File: src/hw/rtl/bcpf_pkg.sv
// shared types, codes and pair test functions for the box collision pair finder
package bcpf_pkg;

  // request codes
  localparam logic [1:0] REQ_ADD    = 2'd0;
  localparam logic [1:0] REQ_UPDATE = 2'd1;
  localparam logic [1:0] REQ_REMOVE = 2'd2;
  localparam logic [1:0] REQ_SCAN   = 2'd3;

  // result status codes
  localparam logic [1:0] STS_DONE = 2'd0;
  localparam logic [1:0] STS_FULL = 2'd1;
  localparam logic [1:0] STS_PAIR = 2'd2;

  localparam int MASK_REGS = 4;
  localparam int MASK_W    = 64;

  typedef struct packed {
    logic [1:0]         req_type;
    logic [2:0]         slot;
    logic signed [15:0] pos_x;
    logic signed [15:0] pos_y;
    logic [14:0]        box_width;
    logic [14:0]        box_height;
    logic [3:0]         box_type;
  } in_item_t;

  typedef struct packed {
    logic [1:0] status;
    logic [2:0] slot_a;
    logic [2:0] slot_b;
    logic       last;
  } out_item_t;

  // geometry of one stored box
  typedef struct packed {
    logic signed [15:0] x;
    logic signed [15:0] y;
    logic [14:0]        w;
    logic [14:0]        h;
  } geom_t;

  // one stored box as read back from the table
  typedef struct packed {
    geom_t      geom;
    logic [3:0] typ;
  } box_t;

  // write strobes into the box table
  typedef struct packed {
    logic geom_en;
    logic type_en;
  } tbl_wr_ctl_t;

  typedef logic [MASK_REGS-1:0][MASK_W-1:0] mask_set_t;

  // mask bit for the ordered type pair
  function automatic logic pair_allowed(input mask_set_t mask, input logic [3:0] ta,
                                        input logic [3:0] tb);
    logic [5:0] bit_idx;
    bit_idx = {ta[1:0], tb};
    return mask[ta[3:2]][bit_idx];
  endfunction

  // strict overlap of the open rectangles
  function automatic logic box_overlap(input geom_t a, input geom_t b);
    logic signed [16:0] ax, ay, bx, by;
    logic signed [16:0] ax_end, ay_end, bx_end, by_end;
    ax = {a.x[15], a.x};
    ay = {a.y[15], a.y};
    bx = {b.x[15], b.x};
    by = {b.y[15], b.y};
    ax_end = ax + $signed({2'b00, a.w});
    ay_end = ay + $signed({2'b00, a.h});
    bx_end = bx + $signed({2'b00, b.w});
    by_end = by + $signed({2'b00, b.h});
    return (ax < bx_end) && (bx < ax_end) && (ay < by_end) && (by < ay_end);
  endfunction

endpackage

File: src/hw/rtl/bcpf_box_mem.sv
// box table: geometry and type memories, one write port and two registered read ports
module bcpf_box_mem #(
  parameter int SLOTS  = 8,
  parameter int SLOT_W = 3
) (
  input  logic                 clk,
  input  bcpf_pkg::tbl_wr_ctl_t wr_ctl,
  input  logic [SLOT_W-1:0]    wr_idx,
  input  bcpf_pkg::geom_t      wr_geom,
  input  logic [3:0]           wr_type,
  input  logic                 rd_en,
  input  logic [SLOT_W-1:0]    rd_a_idx,
  input  logic [SLOT_W-1:0]    rd_b_idx,
  output bcpf_pkg::box_t       rd_a,
  output bcpf_pkg::box_t       rd_b
);
  import bcpf_pkg::*;

  geom_t      geom_mem [SLOTS];
  logic [3:0] type_mem [SLOTS];

  // write port, type kept on update
  always_ff @(posedge clk) begin
    if (wr_ctl.geom_en) begin
      geom_mem[wr_idx] <= wr_geom;
    end
    if (wr_ctl.type_en) begin
      type_mem[wr_idx] <= wr_type;
    end
  end

  // two read ports with registered data, held while not enabled
  always_ff @(posedge clk) begin
    if (rd_en) begin
      rd_a.geom <= geom_mem[rd_a_idx];
      rd_a.typ  <= type_mem[rd_a_idx];
      rd_b.geom <= geom_mem[rd_b_idx];
      rd_b.typ  <= type_mem[rd_b_idx];
    end
  end

endmodule

File: src/hw/rtl/box_collision_pair_finder_top.sv
// top level of the box collision pair finder: request sequencer, scan pipeline, result register
//
// Usage. Requests arrive on in_valid/in_stall/in_data; one transfer happens when
// in_valid is high and in_stall is low. Results leave on out_valid/out_stall/out_data
// from an output register, in the same way. The four pair mask registers are written
// through cfg_valid/cfg_ready/cfg_index/cfg_data; cfg_ready is always high and
// writes are expected only while no request is in flight.
// Add, update and remove finish in the cycle of their transfer: the single result
// is in the output register in the next cycle and the next request can be taken
// in that same cycle if the output register is free or being drained.
// A scan walks all SLOTS*(SLOTS-1)/2 slot pairs, one pair per cycle while the pipeline
// is not frozen, through a two-stage pipeline around the box table memory (read, then
// test), then flushes the held last pair in ST_FLUSH; the pair rate is limited by the
// table's two read ports. The last result of a scan carries last=1, which is why one
// hit is held back until the next is known.
// When the receiver stalls, the scan pipeline freezes once a second hit waits
// for the output register; nothing is lost or repeated. in_stall is high while a
// scan runs or while a stalled result still fills the output register.
// Reset empties the table (all slots free) and clears the masks; no clearing
// pass is needed since box data is only used from slots that an add has written.
module box_collision_pair_finder_top #(
  parameter int SLOTS = 8
) (
  input  logic                  clk,
  input  logic                  rst_n,
  input  logic                  in_valid,
  output logic                  in_stall,
  input  bcpf_pkg::in_item_t    in_data,
  output logic                  out_valid,
  input  logic                  out_stall,
  output bcpf_pkg::out_item_t   out_data,
  input  logic                  cfg_valid,
  output logic                  cfg_ready,
  input  logic [1:0]            cfg_index,
  input  logic [63:0]           cfg_data
);
  import bcpf_pkg::*;

  localparam int SLOT_W = (SLOTS > 1) ? $clog2(SLOTS) : 1;
  localparam int CMP_W  = ((SLOT_W > 3) ? SLOT_W : 3) + 1;

  typedef enum logic [1:0] {
    ST_IDLE,
    ST_SCAN,
    ST_FLUSH
  } state_t;

  // slot index to the 3-bit result field
  function automatic logic [2:0] to_slot3(input logic [SLOT_W-1:0] idx);
    logic [CMP_W-1:0] wide;
    wide = CMP_W'(idx);
    return wide[2:0];
  endfunction

  state_t             state_r, state_nxt;
  logic [SLOTS-1:0]   valid_r, valid_nxt;
  mask_set_t          mask_r, mask_nxt;
  logic [SLOT_W-1:0]  i_r, i_nxt, k_r, k_nxt;
  logic               a_done_r, a_done_nxt;
  logic               s1_live_r, s1_live_nxt;
  logic               s1_pv_r, s1_pv_nxt;
  logic               s1_last_r, s1_last_nxt;
  logic [SLOT_W-1:0]  s1_i_r, s1_i_nxt, s1_k_r, s1_k_nxt;
  logic               pend_v_r, pend_v_nxt;
  logic [SLOT_W-1:0]  pend_i_r, pend_i_nxt, pend_k_r, pend_k_nxt;
  logic               out_valid_r, out_valid_nxt;
  out_item_t          out_r, out_nxt;

  tbl_wr_ctl_t        wr_ctl;
  logic [SLOT_W-1:0]  wr_idx;
  geom_t              wr_geom;
  logic               rd_en;
  box_t               rd_a, rd_b;

  logic               in_acc;
  logic               out_free;
  logic               hit;
  logic               adv;
  logic               free_found;
  logic [SLOT_W-1:0]  free_idx;
  logic [CMP_W-1:0]   slot_ext;
  logic               slot_ok;
  logic [SLOT_W-1:0]  slot_idx;

  bcpf_box_mem #(
    .SLOTS  (SLOTS),
    .SLOT_W (SLOT_W)
  ) u_box_mem (
    .clk      (clk),
    .wr_ctl   (wr_ctl),
    .wr_idx   (wr_idx),
    .wr_geom  (wr_geom),
    .wr_type  (in_data.box_type),
    .rd_en    (rd_en),
    .rd_a_idx (i_r),
    .rd_b_idx (k_r),
    .rd_a     (rd_a),
    .rd_b     (rd_b)
  );

  // handshake status
  assign out_free  = !out_valid_r || !out_stall;
  assign in_stall  = (state_r != ST_IDLE) || !out_free;
  assign in_acc    = in_valid && !in_stall;
  assign cfg_ready = 1'b1;
  assign out_valid = out_valid_r;
  assign out_data  = out_r;

  // request slot range check
  assign slot_ext = CMP_W'(in_data.slot);
  assign slot_ok  = slot_ext < CMP_W'(SLOTS);
  assign slot_idx = slot_ext[SLOT_W-1:0];

  assign wr_geom.x = in_data.pos_x;
  assign wr_geom.y = in_data.pos_y;
  assign wr_geom.w = in_data.box_width;
  assign wr_geom.h = in_data.box_height;

  // lowest free slot
  always_comb begin
    free_found = 1'b0;
    free_idx   = '0;
    for (int j = SLOTS - 1; j >= 0; j--) begin
      if (!valid_r[j]) begin
        free_found = 1'b1;
        free_idx   = SLOT_W'(j);
      end
    end
  end

  // pair test on the registered table data
  assign hit = s1_live_r && s1_pv_r && pair_allowed(mask_r, rd_a.typ, rd_b.typ) &&
               box_overlap(rd_a.geom, rd_b.geom);

  // pipeline freezes only when a second hit needs the busy output register
  assign adv = !(hit && pend_v_r) || out_free;

  // next state
  always_comb begin
    state_nxt     = state_r;
    valid_nxt     = valid_r;
    mask_nxt      = mask_r;
    i_nxt         = i_r;
    k_nxt         = k_r;
    a_done_nxt    = a_done_r;
    s1_live_nxt   = s1_live_r;
    s1_pv_nxt     = s1_pv_r;
    s1_last_nxt   = s1_last_r;
    s1_i_nxt      = s1_i_r;
    s1_k_nxt      = s1_k_r;
    pend_v_nxt    = pend_v_r;
    pend_i_nxt    = pend_i_r;
    pend_k_nxt    = pend_k_r;
    out_valid_nxt = out_valid_r;
    out_nxt       = out_r;
    wr_ctl        = '0;
    wr_idx        = slot_idx;
    rd_en         = 1'b0;

    // result transfer empties the output register
    if (out_valid_r && !out_stall) begin
      out_valid_nxt = 1'b0;
    end

    // mask register writes
    if (cfg_valid) begin
      mask_nxt[cfg_index] = cfg_data;
    end

    case (state_r)
      ST_IDLE: begin
        if (in_acc) begin
          out_valid_nxt  = 1'b1;
          out_nxt.status = STS_DONE;
          out_nxt.slot_a = in_data.slot;
          out_nxt.slot_b = 3'd0;
          out_nxt.last   = 1'b1;
          case (in_data.req_type)
            REQ_ADD: begin
              if (free_found) begin
                wr_ctl.geom_en      = 1'b1;
                wr_ctl.type_en      = 1'b1;
                wr_idx              = free_idx;
                valid_nxt[free_idx] = 1'b1;
                out_nxt.slot_a      = to_slot3(free_idx);
              end else begin
                out_nxt.status = STS_FULL;
                out_nxt.slot_a = 3'd0;
              end
            end
            REQ_UPDATE: begin
              if (slot_ok && valid_r[slot_idx]) begin
                wr_ctl.geom_en = 1'b1;
              end
            end
            REQ_REMOVE: begin
              if (slot_ok) begin
                valid_nxt[slot_idx] = 1'b0;
              end
            end
            REQ_SCAN: begin
              out_valid_nxt = out_valid_r && out_stall;
              state_nxt     = ST_SCAN;
              i_nxt         = '0;
              k_nxt         = SLOT_W'(1);
              a_done_nxt    = 1'b0;
              s1_live_nxt   = 1'b0;
              pend_v_nxt    = 1'b0;
            end
            default: begin
              out_valid_nxt = out_valid_r && out_stall;
            end
          endcase
        end
      end

      ST_SCAN: begin
        if (adv) begin
          // test stage: hold the newest hit, release the one before it
          if (s1_live_r) begin
            if (hit) begin
              if (pend_v_r) begin
                out_valid_nxt  = 1'b1;
                out_nxt.status = STS_PAIR;
                out_nxt.slot_a = to_slot3(pend_i_r);
                out_nxt.slot_b = to_slot3(pend_k_r);
                out_nxt.last   = 1'b0;
              end
              pend_v_nxt = 1'b1;
              pend_i_nxt = s1_i_r;
              pend_k_nxt = s1_k_r;
            end
            if (s1_last_r) begin
              state_nxt = ST_FLUSH;
            end
          end
          // read stage: issue the next pair
          s1_live_nxt = !a_done_r;
          if (!a_done_r) begin
            rd_en       = 1'b1;
            s1_pv_nxt   = valid_r[i_r] && valid_r[k_r];
            s1_i_nxt    = i_r;
            s1_k_nxt    = k_r;
            s1_last_nxt = (i_r == SLOT_W'(SLOTS - 2));
            if (k_r == SLOT_W'(SLOTS - 1)) begin
              if (i_r == SLOT_W'(SLOTS - 2)) begin
                a_done_nxt = 1'b1;
              end
              i_nxt = i_r + SLOT_W'(1);
              k_nxt = i_r + SLOT_W'(2);
            end else begin
              k_nxt = k_r + SLOT_W'(1);
            end
          end
        end
      end

      ST_FLUSH: begin
        if (out_free) begin
          out_valid_nxt = 1'b1;
          out_nxt.last  = 1'b1;
          if (pend_v_r) begin
            out_nxt.status = STS_PAIR;
            out_nxt.slot_a = to_slot3(pend_i_r);
            out_nxt.slot_b = to_slot3(pend_k_r);
          end else begin
            out_nxt.status = STS_DONE;
            out_nxt.slot_a = 3'd0;
            out_nxt.slot_b = 3'd0;
          end
          pend_v_nxt = 1'b0;
          state_nxt  = ST_IDLE;
        end
      end

      default: begin
        state_nxt = ST_IDLE;
      end
    endcase
  end

  // state and registered outputs
  always_ff @(posedge clk) begin
    if (!rst_n) begin
      state_r     <= ST_IDLE;
      valid_r     <= '0;
      mask_r      <= '0;
      a_done_r    <= 1'b1;
      s1_live_r   <= 1'b0;
      pend_v_r    <= 1'b0;
      out_valid_r <= 1'b0;
    end else begin
      state_r     <= state_nxt;
      valid_r     <= valid_nxt;
      mask_r      <= mask_nxt;
      a_done_r    <= a_done_nxt;
      s1_live_r   <= s1_live_nxt;
      pend_v_r    <= pend_v_nxt;
      out_valid_r <= out_valid_nxt;
    end
    i_r       <= i_nxt;
    k_r       <= k_nxt;
    s1_pv_r   <= s1_pv_nxt;
    s1_last_r <= s1_last_nxt;
    s1_i_r    <= s1_i_nxt;
    s1_k_r    <= s1_k_nxt;
    pend_i_r  <= pend_i_nxt;
    pend_k_r  <= pend_k_nxt;
    out_r     <= out_nxt;
  end

endmodule

File: config.mk
export PLATFORM = sky130hd
export DESIGN_NAME = box_collision_pair_finder_top
export DESIGN_NICKNAME = d
export VERILOG_FILES = /design/src/hw/rtl/bcpf_pkg.sv /design/src/hw/rtl/bcpf_box_mem.sv /design/src/hw/rtl/box_collision_pair_finder_top.sv
export SDC_FILE = /design/constraint.sdc
export NUM_CORES = 2
export LEC_CHECK = 0
export ABC_AREA = 1
export BUFFER_PORTS_ARGS = -buffer_cell sky130_fd_sc_hd__buf_2
export CORE_MARGIN = 2
export CORE_UTILIZATION = 30
export DETAILED_ROUTE_END_ITERATION = 12
export MAX_ROUTING_LAYER = met4
export PLACE_DENSITY_LB_ADDON = 0.2
export SLEW_MARGIN = 20
export SYNTH_ARGS = -nofsm -noshare
export SYNTH_HDL_FRONTEND = slang
export SYNTH_SLANG_ARGS = --single-unit
File: constraint.sdc
create_clock -name clk -period 6.7 [get_ports clk]
set_input_delay 0.335 -clock clk [delete_from_list [all_inputs] [get_ports clk]]
set_output_delay 0.335 -clock clk [all_outputs]
set_load 0.02 [all_outputs]
==> impl_metrics.toml <==
[worst_setup_path]
arrival_ns = 6.05
slowest_delay_ns = 0.49
critPathKind = "reg2reg"
crit_required_ns = 7.08
path_delay_family = "compound AO/OA/AOI/OAI gates"
rrSetupSlack_ns = 1.02
cp-start-kind = "flop"
end_kind = "flop"
cp_slowest_cell = "inv_6"
worstPathBufferInverterCount = 3
reg2reg_depth = 27
critPathMaxFanout = 57
critical_path_cell_count = 27

[grt]
grt_overflow_total = 0
grt_max_degree = 157
grt_usage_pct = 18.7
grt_pass1_wl_mm = 221
grt_pass1_vias = 35300
antenna_found_initial = 21

[floorplanning]
std_cell_rows = 144
io_pins = 154
core_area_um2 = 154000
dieWidth_um = 398
start_util_pct = 30.2
die-area_um2 = 158000
die_height_um = 398

[synthesis]
avgSynthCellArea_um2 = 9.07
synth_cell_types = 43
synthTopCellsByArea = "edfxtp_1 (45%), dfxtp_1 (12%), o21ai_0 (9.0%)"
yosys.area.top_type = "edfxtp_1"
ys_warn_count = 0
synth_area_um2 = 46500
syn_nets = 5400
yosys.area.top_type_share_pct = 44.5
ys_seq_area_share_pct = 56.2
synth_seq_cells = 959
postSynthCellCount = 5122

[drt]
drc = 0
drt_wl_total_mm = 147
vias = 37000
postRouteAntennaNets = 0
wl_per_cell_um = 19.9
first_pass_iters = 5
via_per_inst = 5.01
first_iter_violations = 2933

[clock_tree]
root_buffer = "clkbuf_16"
insertion_delay_ns = 0.76
numCtsBuffers = 110
htreeDepth = 3
cts_sinks = 959
clock_path_buffers = 3
cts_tree = "done"
clkTransAtPathRegs_ns = 0.07

[power_and_ir_drop]
comb_power_share_pct = 31.5
p_int_w = 0.0120
clockPowerShare_pct = 31.8
p_switching_w = 0.00706
vdd_drop_max_v = 0.000639
p_seq_share_pct = 36.7
power.density_nw_per_um2 = 353
switching_share_pct = 36.9
p_leak_nw = 19.9

[place]
dpl_worst_slack_ns = 1.13
dp_hpwl_mm = 85.6
dp_cells = 7030
place_congestion = 0.872
numPortBuffers = 152

[sta]
rsz0062_at_grt = "no"
setup_viol = 0
relSlewSlack_pct = 19.1
period_share_pct = 84.7
tns_ns = 0
setup_ws_ns = 1.02
clock.fmax_ghz = 0.176
finalHoldViolCount = 0
timing.final.max_slew_violations = 0
layout_min_cycle_time_ns = 5.68
clock_skew_ns = 0.0902
tightestPinTransition_ns = 1.21

[cells_and_area]
final_common_cell = "o21ai_0"
layout.nets = 5506
stdcell_count = 7378
synthToLayoutAreaGrowth_pct = 16.5
fin_util_pct = 35.2
drive_gt1_share_pct = 7.44
final_cell_mix = "o21ai_0 (836), edfxtp_1 (689), nand2_1 (642), nor2_1 (527), a21oi_1 (497)"

[worst_hold_path]
hold_depth = 3
min_path_type = "in2reg"

[job]
drv_cap = 0

[status]
status = "finished, final reports clean"
per-layer routing:
layer	up-vias	routed length (um)	global-route usage, %
met2	930	69600	30.6
met5	-	0	-
li1	18100	-	-
met4	0	3760	5.51
met3	230	7280	2.51
met1	17700	66000	24.2
state kept, by name (all words and copies together) (netlist names):
register / cells
s1_k_r: 3
a_done_r: 1
pend_k_r: 3
s1_live_r: 1
pend_i_r: 3
s1_pv_r: 1
out_valid: 1
pend_v_r: 1
s1_i_r: 3
s1_last_r: 1
i_r: 3
state_r: 2
u_box_mem.rd_a: 66
k_r: 3
u_box_mem.type_mem: 32
u_box_mem.geom_mem: 496
u_box_mem.rd_b: 66
mask_r: 256
out_data: 9
valid_r: 8
power groups by stage:
stage | Combinational [W] | Sequential [W] | Clock (W)
2_1_floorplan | 0.00370 | 0.00713 | 0
3_3_place_gp | 0.00596 | 0.00714 | 0
3_5_place_dp | 0.00597 | 0.00714 | 0
4_1_cts | 0.00607 | 0.00702 | 0.00623
5_1_grt | 0.00664 | 0.00704 | 0.00646
6_report | 0.00602 | 0.00701 | 0.00607
area by class of cell:
class	count	area [um2]
timing repair buffer	341	2690
antenna	14	35.0
clock buffer	147	2990
tap	2044	2560
sequential	959	26100
inverter	466	1770
fill	15700	99700
multi-input combinational	3350	17300
clock inverter	57	657
what timing repair did:
action | in CTS | in global routing
hold buffers | 130 | 0
resized for setup | 0 | 0
buffers inserted | 0 | 0
endpoints found under the hold margin | 784 | 0
metrics by stage:
stage,hold slack (ns),area [um2],power [W]
6_report,0.0907,54100,0.0191
5_1_grt,0.0618,54100,0.0201
4_1_cts,0.0111,54100,0.0193
3_5_place_dp,0.407,49100,0.0131
3_3_place_gp,0.416,49100,0.0131
2_1_floorplan,0.400,46500,0.0108
cell usage after synthesis (all sizes together):
cell type,n
nand3,289
a221oi,1
dfxtp,270
o21bai,7
nor3,24
xor2,33
conb,1
o211ai,136
a211oi,1
a31oi,138
or2,1
clkinv,3
fa,4
o22ai,1
a21oi,497
edfxtp,689
xnor2,21
o21a,7
o31ai,2
nor4,2
buf,64
or3,1
o21ai,837
nor2,532
o2111ai,7
a41oi,1
inv,463
clkbuf,283
nand2,642
nand3b,5
ha,132
and2,2
a21o,8
a21boi,1
o221ai,6
nand4,11
worst min-delay path: cells and delay by family:
| kind | cells | cell delay, ns |
|---|---|---|
| buf+inv | 1 | 0.15 |
| simple gates | 1 | 0.09 |
| compound gates | 1 | 0.16 |
kinds of logic (layout without fill, tap and decap cells):
kind of cell / Yosys count / after routing / synth area share, %
xor gates and xnor gates: 54 / 54 / 1.02
buffers and inverters: 813 / 1011 / 6.76
other: 1 / 15 / 0.00807
DFF: 959 / 959 / 56.2
AOI/OAI and AO/OA: 1650 / 1650 / 19.1
and+or+nand+nor: 1509 / 1509 / 13.2
adders and majority gates: 136 / 136 / 3.73
path summary, 6_finish.rpt:
| kind | start | endpoint |
|---|---|---|
| worst min-delay path | in_data[68] | valid_r[1]$_SDFFE_PN0P_ |
| worst max register to register | u_box_mem.rd_b[34]$_DFFE_PP_ | u_box_mem.rd_a[41]$_DFFE_PP_ |
| worst min register to register | s1_i_r[0]$_DFFE_PP_ | pend_i_r[0]$_DFFE_PP_ |
| worst max-delay path | u_box_mem.rd_b[34]$_DFFE_PP_ | u_box_mem.rd_a[41]$_DFFE_PP_ |
No activity file was read; power rests on OpenSTA's default activity.
